**config.mk**
```make
export PLATFORM = sky130hd
export DESIGN_NAME = line_follow_pid_motor_drive
export DESIGN_NICKNAME = d
export VERILOG_FILES = /design/src/rtl/lfpd_pkg.sv /design/src/rtl/line_follow_pid_motor_drive.sv /design/src/rtl/lfpd_cfg_regs.sv /design/src/rtl/lfpd_err_integ.sv /design/src/rtl/lfpd_gain_mul.sv /design/src/rtl/lfpd_motor_out.sv
export VERILOG_INCLUDE_DIRS = /design/src /design/src/rtl
export SDC_FILE = /design/constraint.sdc
export NUM_CORES = 2
export LEC_CHECK = 0
export BUFFER_PORTS_ARGS = -buffer_cell sky130_fd_sc_hd__buf_4
export CAP_MARGIN = 10
export CORE_ASPECT_RATIO = 0.9
export CORE_MARGIN = 5
export CORE_UTILIZATION = 30
export DETAILED_ROUTE_END_ITERATION = 6
export PLACE_DENSITY = 0.46
export SLEW_MARGIN = 20
export SYNTH_ARGS = -nofsm -noshare
export SYNTH_HDL_FRONTEND = slang
export SYNTH_SLANG_ARGS = --single-unit
```
**constraint.sdc**
```tcl
create_clock -name clk -period 15.88 [get_ports clk]
set_clock_uncertainty 0.2 [all_clocks]
set_input_delay 1.588 -clock clk [delete_from_list [all_inputs] [get_ports clk]]
set_output_delay 1.588 -clock clk [all_outputs]
set_load 0.02 [all_outputs]
```
**src/rtl/line_follow_pid_motor_drive_defines.svh**
```systemverilog
// Assertion macros for the line follower drive. Bodies sample on clk and are
// disabled while rst_n is low; both names must exist where a macro is used.
`ifndef LINE_FOLLOW_PID_MOTOR_DRIVE_DEFINES_SVH
`define LINE_FOLLOW_PID_MOTOR_DRIVE_DEFINES_SVH

`ifndef ASSERT_OFF
// same-cycle implication
`define LFPD_ASSERT_IMP(lbl, ante, cons) \
  lbl: assert property (@(posedge clk) disable iff (!rst_n) (ante) |-> (cons)) \
    else $error("lfpd assertion failed");
// next-cycle implication
`define LFPD_ASSERT_NXT(lbl, ante, cons) \
  lbl: assert property (@(posedge clk) disable iff (!rst_n) (ante) |=> (cons)) \
    else $error("lfpd assertion failed");
`else
`define LFPD_ASSERT_IMP(lbl, ante, cons)
`define LFPD_ASSERT_NXT(lbl, ante, cons)
`endif

`endif

```
**src/rtl/lfpd_pkg.sv**
```systemverilog
package lfpd_pkg;

  localparam int unsigned GAIN_W  = 24;
  localparam int unsigned POS_W   = 14;
  localparam int unsigned ERR_W   = 15;
  localparam int unsigned INTEG_W = 15;
  localparam int unsigned DIFF_W  = 16;
  localparam int unsigned SPEED_W = 8;
  localparam int unsigned IDX_W   = 3;
  localparam int unsigned PROD_W  = 41;
  localparam int unsigned ACC_W   = 43;
  localparam int unsigned FRAC_W  = 16;
  localparam int unsigned CORR_W  = ACC_W - FRAC_W;
  localparam int unsigned SPD_W   = CORR_W + 2;

  // register indexes
  localparam logic [IDX_W-1:0] REG_KP         = 3'd0;
  localparam logic [IDX_W-1:0] REG_KI         = 3'd1;
  localparam logic [IDX_W-1:0] REG_KD         = 3'd2;
  localparam logic [IDX_W-1:0] REG_SETPOINT   = 3'd3;
  localparam logic [IDX_W-1:0] REG_INTEG_LIM  = 3'd4;
  localparam logic [IDX_W-1:0] REG_DEADBAND   = 3'd5;
  localparam logic [IDX_W-1:0] REG_BASE_SPEED = 3'd6;
  localparam logic [IDX_W-1:0] REG_MAX_SPEED  = 3'd7;

  typedef logic [1:0] dir_t;
  localparam dir_t DIR_STOP = 2'd0;
  localparam dir_t DIR_FWD  = 2'd1;
  localparam dir_t DIR_REV  = 2'd2;

  localparam logic [SPEED_W-1:0] REV_DUTY = 8'd50;

  typedef struct packed {
    logic [GAIN_W-1:0]  kp;
    logic [GAIN_W-1:0]  ki;
    logic [GAIN_W-1:0]  kd;
    logic [POS_W-1:0]   setpoint;
    logic [POS_W-1:0]   integral_limit;
    logic [POS_W-1:0]   deadband;
    logic [SPEED_W-1:0] base_speed;
    logic [SPEED_W-1:0] max_speed;
  } cfg_t;

  typedef struct packed {
    logic signed [ERR_W-1:0]   err;
    logic signed [INTEG_W-1:0] isum;
    logic signed [DIFF_W-1:0]  diff;
    logic                      inband;
  } err_stage_t;

  typedef struct packed {
    logic signed [PROD_W-1:0] prod_p;
    logic signed [PROD_W-1:0] prod_i;
    logic signed [PROD_W-1:0] prod_d;
    logic signed [ERR_W-1:0]  err;
    logic                     inband;
  } mul_stage_t;

  typedef struct packed {
    dir_t               dir;
    logic [SPEED_W-1:0] duty;
  } motor_t;

  // Speed limiting plus motor command: negative goes to fixed reverse duty,
  // positive is capped at max, zero is stop.
  function automatic motor_t motor_cmd(input logic signed [SPD_W-1:0] speed,
                                       input logic [SPEED_W-1:0] max_spd);
    motor_t             m;
    logic [SPEED_W-1:0] s;
    if (speed < 0) begin
      m.dir  = DIR_REV;
      m.duty = REV_DUTY;
    end else begin
      if (speed > $signed({{(SPD_W-SPEED_W){1'b0}}, max_spd})) begin
        s = max_spd;
      end else begin
        s = speed[SPEED_W-1:0];
      end
      m.dir  = (s == '0) ? DIR_STOP : DIR_FWD;
      m.duty = s;
    end
    return m;
  endfunction

endpackage

```
**src/rtl/line_follow_pid_motor_drive.sv**
```systemverilog
// Line-follower PID motor drive. Each input beat carries one line position
// from the sensor array; each output beat carries error = setpoint - position
// plus a direction (stop/forward/reverse) and PWM duty for each wheel. The
// controller keeps a clamped integral and the last error, forms
// kp*e + ki*I + kd*(e - e_prev) with Q8.16 gains, truncates toward zero and
// drives right = base + corr, left = base - corr, capped at max_speed, with
// any negative speed turned into reverse at duty 50. Inside the deadband both
// wheels run forward at max_speed. Throughput is one beat per clock while out_ready
// does not hold the pipe; an accepted input is loaded into the input register, then
// passes through the error/integral stage, the gain multiply stage and the
// output register. The integral
// and previous-error feedback closes inside the error/integral stage, which
// is what lets a new sample follow every cycle. Every stage has its own valid
// and ready, so bubbles collapse and input keeps flowing while a result waits
// at the output. Gains and limits are written through the cfg port (index
// 0..7: kp, ki, kd, setpoint, integral_limit, deadband, base_speed,
// max_speed), which is always ready; write them only while the pipe is empty.
`include "line_follow_pid_motor_drive_defines.svh"

module line_follow_pid_motor_drive (
  input  logic                            clk,
  input  logic                            rst_n,
  // config write channel
  input  logic                            cfg_valid,
  output logic                            cfg_ready,
  input  logic [lfpd_pkg::IDX_W-1:0]      cfg_index,
  input  logic [lfpd_pkg::GAIN_W-1:0]     cfg_data,
  // sample channel
  input  logic                            in_valid,
  output logic                            in_ready,
  input  logic [lfpd_pkg::POS_W-1:0]      in_line_position,
  // result channel
  output logic                            out_valid,
  input  logic                            out_ready,
  output logic signed [lfpd_pkg::ERR_W-1:0] out_line_error,
  output lfpd_pkg::dir_t                  out_right_dir,
  output logic [lfpd_pkg::SPEED_W-1:0]    out_right_duty,
  output lfpd_pkg::dir_t                  out_left_dir,
  output logic [lfpd_pkg::SPEED_W-1:0]    out_left_duty
);
  import lfpd_pkg::*;

  cfg_t       cfg;
  // error/integral stage -> multiplier stage
  logic       es_valid;
  logic       es_ready;
  err_stage_t es_data;
  // multiplier stage -> output stage
  logic       ms_valid;
  logic       ms_ready;
  mul_stage_t ms_data;
  motor_t     right;
  motor_t     left;

  lfpd_cfg_regs u_cfg (
    .clk       (clk),
    .rst_n     (rst_n),
    .cfg_valid (cfg_valid),
    .cfg_ready (cfg_ready),
    .cfg_index (cfg_index),
    .cfg_data  (cfg_data),
    .cfg       (cfg)
  );

  // input register, error, clamped integral, derivative, deadband test
  lfpd_err_integ u_err (
    .clk       (clk),
    .rst_n     (rst_n),
    .cfg       (cfg),
    .in_valid  (in_valid),
    .in_ready  (in_ready),
    .in_pos    (in_line_position),
    .out_valid (es_valid),
    .out_ready (es_ready),
    .out_data  (es_data)
  );

  // three gain products in parallel
  lfpd_gain_mul u_mul (
    .clk       (clk),
    .rst_n     (rst_n),
    .cfg       (cfg),
    .in_valid  (es_valid),
    .in_ready  (es_ready),
    .in_data   (es_data),
    .out_valid (ms_valid),
    .out_ready (ms_ready),
    .out_data  (ms_data)
  );

  // sum, truncate, wheel speeds, motor commands, output register
  lfpd_motor_out u_out (
    .clk            (clk),
    .rst_n          (rst_n),
    .cfg            (cfg),
    .in_valid       (ms_valid),
    .in_ready       (ms_ready),
    .in_data        (ms_data),
    .out_valid      (out_valid),
    .out_ready      (out_ready),
    .out_line_error (out_line_error),
    .out_right      (right),
    .out_left       (left)
  );

  assign out_right_dir  = right.dir;
  assign out_right_duty = right.duty;
  assign out_left_dir   = left.dir;
  assign out_left_duty  = left.duty;

  // stop exactly when duty is zero
  `LFPD_ASSERT_IMP(a_right_stop, out_valid, (right.dir == DIR_STOP) == (right.duty == '0))
  `LFPD_ASSERT_IMP(a_left_stop, out_valid, (left.dir == DIR_STOP) == (left.duty == '0))
  // reverse always runs at the fixed reverse duty
  `LFPD_ASSERT_IMP(a_right_rev, out_valid && (right.dir == DIR_REV), right.duty == REV_DUTY)
  `LFPD_ASSERT_IMP(a_left_rev, out_valid && (left.dir == DIR_REV), left.duty == REV_DUTY)
  // no result appears without an item in the multiplier stage
  `LFPD_ASSERT_NXT(a_no_phantom, !ms_valid && !out_valid, !out_valid)

endmodule

```
**src/rtl/lfpd_cfg_regs.sv**
```systemverilog
module lfpd_cfg_regs (
  input  logic                       clk,
  input  logic                       rst_n,
  input  logic                       cfg_valid,
  output logic                       cfg_ready,
  input  logic [lfpd_pkg::IDX_W-1:0] cfg_index,
  input  logic [lfpd_pkg::GAIN_W-1:0] cfg_data,
  output lfpd_pkg::cfg_t             cfg
);
  import lfpd_pkg::*;

  cfg_t cfg_r;

  assign cfg_ready = 1'b1;
  assign cfg       = cfg_r;

  always_ff @(posedge clk) begin
    if (!rst_n) begin
      cfg_r.kp             <= 24'd65536;
      cfg_r.ki             <= 24'd2621;
      cfg_r.kd             <= 24'd458752;
      cfg_r.setpoint       <= 14'd5000;
      cfg_r.integral_limit <= 14'd5000;
      cfg_r.deadband       <= 14'd750;
      cfg_r.base_speed     <= 8'd200;
      cfg_r.max_speed      <= 8'd250;
    end else if (cfg_valid) begin
      unique case (cfg_index)
        REG_KP:         cfg_r.kp             <= cfg_data;
        REG_KI:         cfg_r.ki             <= cfg_data;
        REG_KD:         cfg_r.kd             <= cfg_data;
        REG_SETPOINT:   cfg_r.setpoint       <= cfg_data[POS_W-1:0];
        REG_INTEG_LIM:  cfg_r.integral_limit <= cfg_data[POS_W-1:0];
        REG_DEADBAND:   cfg_r.deadband       <= cfg_data[POS_W-1:0];
        REG_BASE_SPEED: cfg_r.base_speed     <= cfg_data[SPEED_W-1:0];
        REG_MAX_SPEED:  cfg_r.max_speed      <= cfg_data[SPEED_W-1:0];
      endcase
    end
  end

endmodule

```
**src/rtl/lfpd_err_integ.sv**
```systemverilog
module lfpd_err_integ (
  input  logic                       clk,
  input  logic                       rst_n,
  input  lfpd_pkg::cfg_t             cfg,
  input  logic                       in_valid,
  output logic                       in_ready,
  input  logic [lfpd_pkg::POS_W-1:0] in_pos,
  output logic                       out_valid,
  input  logic                       out_ready,
  output lfpd_pkg::err_stage_t       out_data
);
  import lfpd_pkg::*;

  logic                      a_valid_r;
  logic [POS_W-1:0]          pos_r;
  logic                      b_valid_r;
  err_stage_t                stage_r;
  logic signed [INTEG_W-1:0] integ_r;
  logic signed [ERR_W-1:0]   prev_r;

  logic                      a_ready;
  logic                      b_ready;
  logic signed [ERR_W-1:0]   err;
  logic signed [DIFF_W-1:0]  err_x;
  logic signed [DIFF_W-1:0]  sum;
  logic signed [DIFF_W-1:0]  lim;
  logic signed [DIFF_W-1:0]  db;
  logic signed [DIFF_W-1:0]  clamped;
  err_stage_t                stage_nxt;

  assign b_ready   = !b_valid_r || out_ready;
  assign a_ready   = !a_valid_r || b_ready;
  assign in_ready  = a_ready;
  assign out_valid = b_valid_r;
  assign out_data  = stage_r;

  always_comb begin
    err   = $signed({1'b0, cfg.setpoint}) - $signed({1'b0, pos_r});
    err_x = DIFF_W'(err);
    lim   = $signed({{(DIFF_W-POS_W){1'b0}}, cfg.integral_limit});
    db    = $signed({{(DIFF_W-POS_W){1'b0}}, cfg.deadband});
    sum   = DIFF_W'(integ_r) + err_x;
    priority if (sum > lim) begin
      clamped = lim;
    end else if (sum < -lim) begin
      clamped = -lim;
    end else begin
      clamped = sum;
    end
    stage_nxt.err    = err;
    stage_nxt.isum   = clamped[INTEG_W-1:0];
    stage_nxt.diff   = err_x - DIFF_W'(prev_r);
    stage_nxt.inband = (err_x >= -db) && (err_x <= db);
  end

  always_ff @(posedge clk) begin
    if (!rst_n) begin
      a_valid_r <= 1'b0;
      b_valid_r <= 1'b0;
      integ_r   <= '0;
      prev_r    <= '0;
    end else begin
      if (a_ready) begin
        a_valid_r <= in_valid;
      end
      if (b_ready) begin
        b_valid_r <= a_valid_r;
        if (a_valid_r) begin
          integ_r <= stage_nxt.isum;
          prev_r  <= err;
        end
      end
    end
  end

  always_ff @(posedge clk) begin
    if (a_ready && in_valid) begin
      pos_r <= in_pos;
    end
    if (b_ready && a_valid_r) begin
      stage_r <= stage_nxt;
    end
  end

endmodule

```
**src/rtl/lfpd_gain_mul.sv**
```systemverilog
module lfpd_gain_mul (
  input  logic                 clk,
  input  logic                 rst_n,
  input  lfpd_pkg::cfg_t       cfg,
  input  logic                 in_valid,
  output logic                 in_ready,
  input  lfpd_pkg::err_stage_t in_data,
  output logic                 out_valid,
  input  logic                 out_ready,
  output lfpd_pkg::mul_stage_t out_data
);
  import lfpd_pkg::*;

  logic       valid_r;
  mul_stage_t stage_r;
  mul_stage_t stage_nxt;

  assign in_ready  = !valid_r || out_ready;
  assign out_valid = valid_r;
  assign out_data  = stage_r;

  // three independent signed-by-unsigned products, gains zero-extended
  always_comb begin
    stage_nxt.prod_p = PROD_W'(in_data.err)  * PROD_W'($signed({1'b0, cfg.kp}));
    stage_nxt.prod_i = PROD_W'(in_data.isum) * PROD_W'($signed({1'b0, cfg.ki}));
    stage_nxt.prod_d = PROD_W'(in_data.diff) * PROD_W'($signed({1'b0, cfg.kd}));
    stage_nxt.err    = in_data.err;
    stage_nxt.inband = in_data.inband;
  end

  always_ff @(posedge clk) begin
    if (!rst_n) begin
      valid_r <= 1'b0;
    end else if (in_ready) begin
      valid_r <= in_valid;
    end
  end

  always_ff @(posedge clk) begin
    if (in_ready && in_valid) begin
      stage_r <= stage_nxt;
    end
  end

endmodule

```
**src/rtl/lfpd_motor_out.sv**
```systemverilog
module lfpd_motor_out (
  input  logic                          clk,
  input  logic                          rst_n,
  input  lfpd_pkg::cfg_t                cfg,
  input  logic                          in_valid,
  output logic                          in_ready,
  input  lfpd_pkg::mul_stage_t          in_data,
  output logic                          out_valid,
  input  logic                          out_ready,
  output logic signed [lfpd_pkg::ERR_W-1:0] out_line_error,
  output lfpd_pkg::motor_t              out_right,
  output lfpd_pkg::motor_t              out_left
);
  import lfpd_pkg::*;

  logic                    valid_r;
  logic signed [ERR_W-1:0] err_r;
  motor_t                  right_r;
  motor_t                  left_r;

  logic signed [ACC_W-1:0] acc;
  logic        [ACC_W-1:0] mag;
  logic signed [CORR_W:0]  corr;
  logic signed [SPD_W-1:0] base_x;
  logic signed [SPD_W-1:0] max_x;
  motor_t                  right_nxt;
  motor_t                  left_nxt;

  assign in_ready       = !valid_r || out_ready;
  assign out_valid      = valid_r;
  assign out_line_error = err_r;
  assign out_right      = right_r;
  assign out_left       = left_r;

  always_comb begin
    acc    = ACC_W'(in_data.prod_p) + ACC_W'(in_data.prod_i) + ACC_W'(in_data.prod_d);
    mag    = (acc < 0) ? ACC_W'(-acc) : ACC_W'(acc);
    // truncate toward zero: shift the magnitude, then restore the sign
    corr   = (acc < 0) ? -$signed({1'b0, mag[ACC_W-1:FRAC_W]})
                       :  $signed({1'b0, mag[ACC_W-1:FRAC_W]});
    base_x = $signed({{(SPD_W-SPEED_W){1'b0}}, cfg.base_speed});
    max_x  = $signed({{(SPD_W-SPEED_W){1'b0}}, cfg.max_speed});
    if (in_data.inband) begin
      right_nxt = motor_cmd(max_x, cfg.max_speed);
      left_nxt  = motor_cmd(max_x, cfg.max_speed);
    end else begin
      right_nxt = motor_cmd(base_x + SPD_W'(corr), cfg.max_speed);
      left_nxt  = motor_cmd(base_x - SPD_W'(corr), cfg.max_speed);
    end
  end

  always_ff @(posedge clk) begin
    if (!rst_n) begin
      valid_r <= 1'b0;
    end else if (in_ready) begin
      valid_r <= in_valid;
    end
  end

  always_ff @(posedge clk) begin
    if (in_ready && in_valid) begin
      err_r   <= in_data.err;
      right_r <= right_nxt;
      left_r  <= left_nxt;
    end
  end

endmodule
```
* Word-level counts from Yosys, hierarchy flattened *
Index checks and enable logic that the tools add are counted.

operators by class
  add/subtract/negate cells = 11
  multiply operators = 3
  $lt $le $gt $ge = 9
  eq/ne operators = 7
  multiplexer cells = 18
  reduce and logical (&&, ||, !) cells = 26

operators by type and width
  cell                                                          count
  multiplier 15 x 25 -> 40 bit                                  2
  greater-than comparator 29 x 9 -> 1 bit                       2
  less-than comparator 29 x 1 -> 1 bit (second input constant)  2
  2-to-1 mux 8 bit                                              7
  less-than comparator 43 x 1 -> 1 bit (second input constant)  1
  2-to-1 mux 43 bit                                             1
  negator 43 bit                                                1
  adder 41 x 41 -> 42 bit                                       1
  adder 40 x 40 -> 41 bit                                       1
  multiplier 16 x 25 -> 41 bit                                  1
  2-to-1 mux 10 bit                                             4
  negator 14 -> 16 bit                                          2
  2-to-1 mux 15 bit                                             2
  adder 9 x 28 -> 29 bit                                        1
  subtractor 9 x 28 -> 29 bit                                   1
  2-to-1 mux 28 bit                                             1
  negator 27 -> 28 bit                                          1
  logical NOT 8 bit                                             3
  AND reduction 2 bit                                           9
  adder 15 x 15 -> 16 bit                                       1
  >= comparator 15 x 16 -> 1 bit                                1
  greater-than comparator 16 x 15 -> 1 bit                      1
  less-than comparator 16 bit                                   1
  subtractor 15 x 15 -> 16 bit                                  1
  10 further kinds                                              26

word-level totals
  flip-flop bits (word level) = 397
  word-level logic and storage cells = 103

* Logic depth before layout (Yosys ltp) *
  depth in word-level cells = 15
  mapped depth = 42
  mapped depth without buffers = 38

* Modules after synthesis *
A second synthesis with hierarchy kept.

second synthesis, totals
  cells, all modules = 6960
  area total of the unflattened synthesis = 63101.8 um^2

by module, submodules not included
  module          instances  cells each  area each (um^2)
  lfpd_gain_mul   1          4378        40647.7
  lfpd_motor_out  1          1209        9556.7
  lfpd_err_integ  1          893         7900.1
  lfpd_cfg_regs   1          480         4997.3

* Worst setup path after synthesis *
Ideal clock, no wire load.

  kind = input-to-reg
  start = in out_ready
  end = reg u_mul.stage_r (netlist bit u_mul.out_data[0]), enable pin
  library setup time = 0.843 ns
  arrival time = 11.560 ns
  required time = 14.837 ns
  slack = 3.276 ns
  stages on the path = 2
  path buffers = 0
  cell sequence = nor2b_1 -> a21boi_0

on the way
  longest elaborated chain between the ends = 3

ends and longest elaborated chain
  element                 RTL line                           text
  start: declaration      line_follow_pid_motor_drive.sv:34  input logic out_ready,
  logical OR 1 bit        lfpd_motor_out.sv:29               assign in_ready = !valid_r || out_ready;
  logical OR 1 bit        lfpd_gain_mul.sv:18                assign in_ready = !valid_r || out_ready;
  logical AND 1 bit       lfpd_gain_mul.sv:40                if (in_ready && in_valid) begin
  end signal: assignment  lfpd_gain_mul.sv:41                stage_r <= stage_nxt;
  end: declaration        lfpd_gain_mul.sv:15                mul_stage_t stage_r;

Every way passes these cells.
A chain may end at the register's enable or synchronous reset.

==> impl_metrics.ini <==
[global_routing]
met2_usage_pct = 28.84
grt_pass1_wl_um = 289500
grt_max_degree = 74
grt_overflow = 0
antenna_found_initial = 17
use_met3_pct = 2.604
grt_pass1_vias = 45390
grt.total_usage_pct = 18.32
busiest_layer = met2
use_met1_pct = 27.00

[clock_network]
cts_tree = yes
clk_latency_ps = 710
post_cts_buffers = 0
clk_pin_slew_ps = 80
cts_made_buffers = 54
cts_buffer_depth = 3
postCtsHoldBufs = 0
ctsHtreeMaxLevel = 2
cts.sinks = 397
cts_root_buffer = clkbuf_16
cts.repair.resized = 0

[setup_path]
r2r_end = u_out.out_right[6]
start_kind = flop
worstPathArrival_ps = 9750
path_delay_family = compound AO/OA/AOI/OAI gates
path_class = reg -> reg
r2r-start = u_mul.out_data[26]
required_ps = 16090
cpPeakStageDelay_ps = 560
crit_buf_inv = 2
crit_path_frequent_cell = a21oi_1
crit_path_end_kind = flop
r2r_cells = 34
slowest_stage = mux2i_1
path_max_fanout = 37
r2r_slack_ps = 6340

[status]
failed_checks = design-rule violations
outcome = finished, violations left

[cells_and_area]
drive_gt1_share_pct = 5.724
num-fill-cells = 20460
area_delta_synth_final_pct = 9.344
final_nets = 7983

[sta]
setup_tns_ps = 0
post-route-period-util_pct = 60.09
relSlewSlack_pct = 25.70
final-hold-violation-count = 0
rsz0062_at_grt = false
finalCriticalPeriod_ps = 9543
drv_slew = 0
setup_viol = 0
worstMarginPinSlew_ps = 1115
max_clock_freq_ghz = 0.1048

[drt]
vias = 44230
final_antenna_net_count = 0
drtIter0Drc = 2931
vias_per_cell = 4.882
routed_wl_um = 188800
wl_per_cell_um = 20.84
dr.pass1.iters = 7
drc = 1

[floorplanning]
dieArea_mm2 = 0.2059
die_h_um = 430.9
core_mm2 = 0.1958
die_w_um = 477.7
num_rows = 154
io_pins = 84
initial_utilization_pct = 30.17

[synthesis]
syn_area_mm2 = 0.05906
ys_types = 114
avgSynthCellArea_um2 = 9.144
synthArstFlopShare_pct = 0
synth_cells = 6459
ys.flop_type = edfxtp_1
ys_ff_latch = 397
syn_nets = 8006
yosys_warnings = 0
seq_area_frac_synth_pct = 17.40
synth_edf_count = 233

[hold_path]
hp-start = u_mul.out_data[1]
holdPathEnd = u_out.out_line_error[0]
holdPathStages = 0
hp-class = reg -> reg

[flow_run]
drv_cap = 0

[placed_design]
portBuffers = 82
dpl.hpwl_um = 145800
gp_congestion = 0.8596
[cells in the mapped netlist, types with 7 or more instances]
master	n	area, um2
o211ai_1	29	217.7
nor4_1	26	162.7
nand3_1	89	445.4
or2_2	17	106.4
edfxtp_1	233	6997
dfxtp_1	164	3283
a311oi_1	7	61.31
nor2b_1	44	275.3
buf_2	11	55.05
nor3b_1	8	60.06
ha_1	578	7232
nand2_1	1078	4046
a31o_2	14	122.6
o21bai_1	43	322.8
o31ai_1	7	52.55
o211a_1	8	80.08
o21a_1	39	292.8
nand2b_1	89	556.8
nor2_1	191	716.9
xnor2_1	179	1568
inv_1	1099	4125
xor2_1	55	481.7
a21boi_0	10	75.07
and3_1	36	225.2
and2_1	364	2277
a31oi_1	18	112.6
clkbuf_1	236	885.9
mux2i_1	36	360.4
a21oi_1	292	1461
clkbuf_2	8	40.04
or3_1	26	162.7
fa_1	923	18480
nand3b_1	8	60.06
a41oi_1	7	61.31
nor3_1	68	340.3
mux2_2	11	123.9
o21ai_0	98	490.5
o21ai_1	11	55.05
a21o_1	63	473.0
nand4_1	36	225.2
o41ai_1	11	96.34
a211oi_1	27	202.7
[cell type report]
class / instances / area [um2] / area share (%)
Tap cell: 2574 / 3221 / 4.987
Clock inverter: 28 / 354.1 / 0.5483
Clock buffer: 73 / 1495 / 2.315
Multi-Input combinational cell: 4696 / 43680 / 67.64
Timing Repair Buffer: 186 / 1404 / 2.174
Inverter: 1101 / 4135 / 6.403
Antenna cell: 5 / 12.51 / 0.01937
Sequential cell: 397 / 10280 / 15.92
[per-stage QoR]
step                setup slack (ps)  hold WS (ps)  instances  utilization (%)  instance area [um2]
floorplan                       3276         200.3       6459                -                59060
global placement                6512         204.5       8953            32.03                62700
detailed placement              6511         204.5       8953            32.03                62700
CTS                             6439         197.7       9054            32.97                64550
global route                    5610         203.3       9055            32.98                64570
finish                          6337         206.2       9060            32.99                64580
[cell usage in the layout, fill, tap and decap left out, types with 14 or more instances in the layout]
cell and instances:
clkbuf_16 56, nand3_1 89, nor2_1 188, ha_1 578
or3_1 26, inv_1 1099, nand4_1 36, and2_1 364
nand2_1 1077, nor4_1 25, a211oi_1 27, a31o_2 14
a31oi_1 18, o211ai_1 29, o21bai_1 43, xor2_1 53
o21a_1 39, buf_4 185, and3_1 36, xnor2_1 176
a21o_1 63, fa_1 923, clkbuf_1 14, dfxtp_1 164
o21ai_0 98, a21oi_1 292, edfxtp_1 233, nand2b_1 89
nor2b_1 43, mux2i_1 36, nor3_1 66, or2_2 17
[worst max path at each step]
stage / from / to / cells after the start
3_3_place_gp: u_mul.out_data[27] / u_out.out_right[3] / 34
2_1_floorplan: out_ready / u_mul.out_data[0] / 2
6_report: u_mul.out_data[26] / u_out.out_right[6] / 34
4_1_cts: u_mul.out_data[26] / u_out.out_right[6] / 34
5_1_grt: u_mul.out_data[26] / u_out.out_right[7] / 32
3_5_place_dp: u_mul.out_data[26] / u_out.out_right[6] / 34
[cell families (layout without fill, tap and decap cells)]
kind of cell | after synthesis | after routing | synth area share (%)
other cells | 1 | 6 | 0.006349
mux | 49 | 49 | 0.8643
simple gates | 2131 | 2131 | 17.22
xor+xnor | 235 | 235 | 3.498
fa+ha+maj | 1501 | 1501 | 43.53
compound gates | 779 | 779 | 8.700
flops | 397 | 397 | 17.40
buf+inv | 1366 | 1388 | 8.779
[sequential cells by signal, summed over array words and instances (netlist names), 10 cells and up]
signal                count
u_cfg.cfg               130
u_out.out_right          10
u_mul.out_data          137
u_out.out_left           10
u_err.prev_r             15
u_err.pos_r              14
u_out.out_line_error     15
u_err.out_data           47
u_err.integ_r            15
[routing by layer]
metal	vias to the layer above	wire (um)
met4	0	3883
met1	22550	90710
met5	-	0
met3	191	10740
met2	976	83490
li1	20510	-
Power is left out: the tool's default activity adds up to more than one toggle a clock period on the data nets, which glitch-free logic cannot reach.
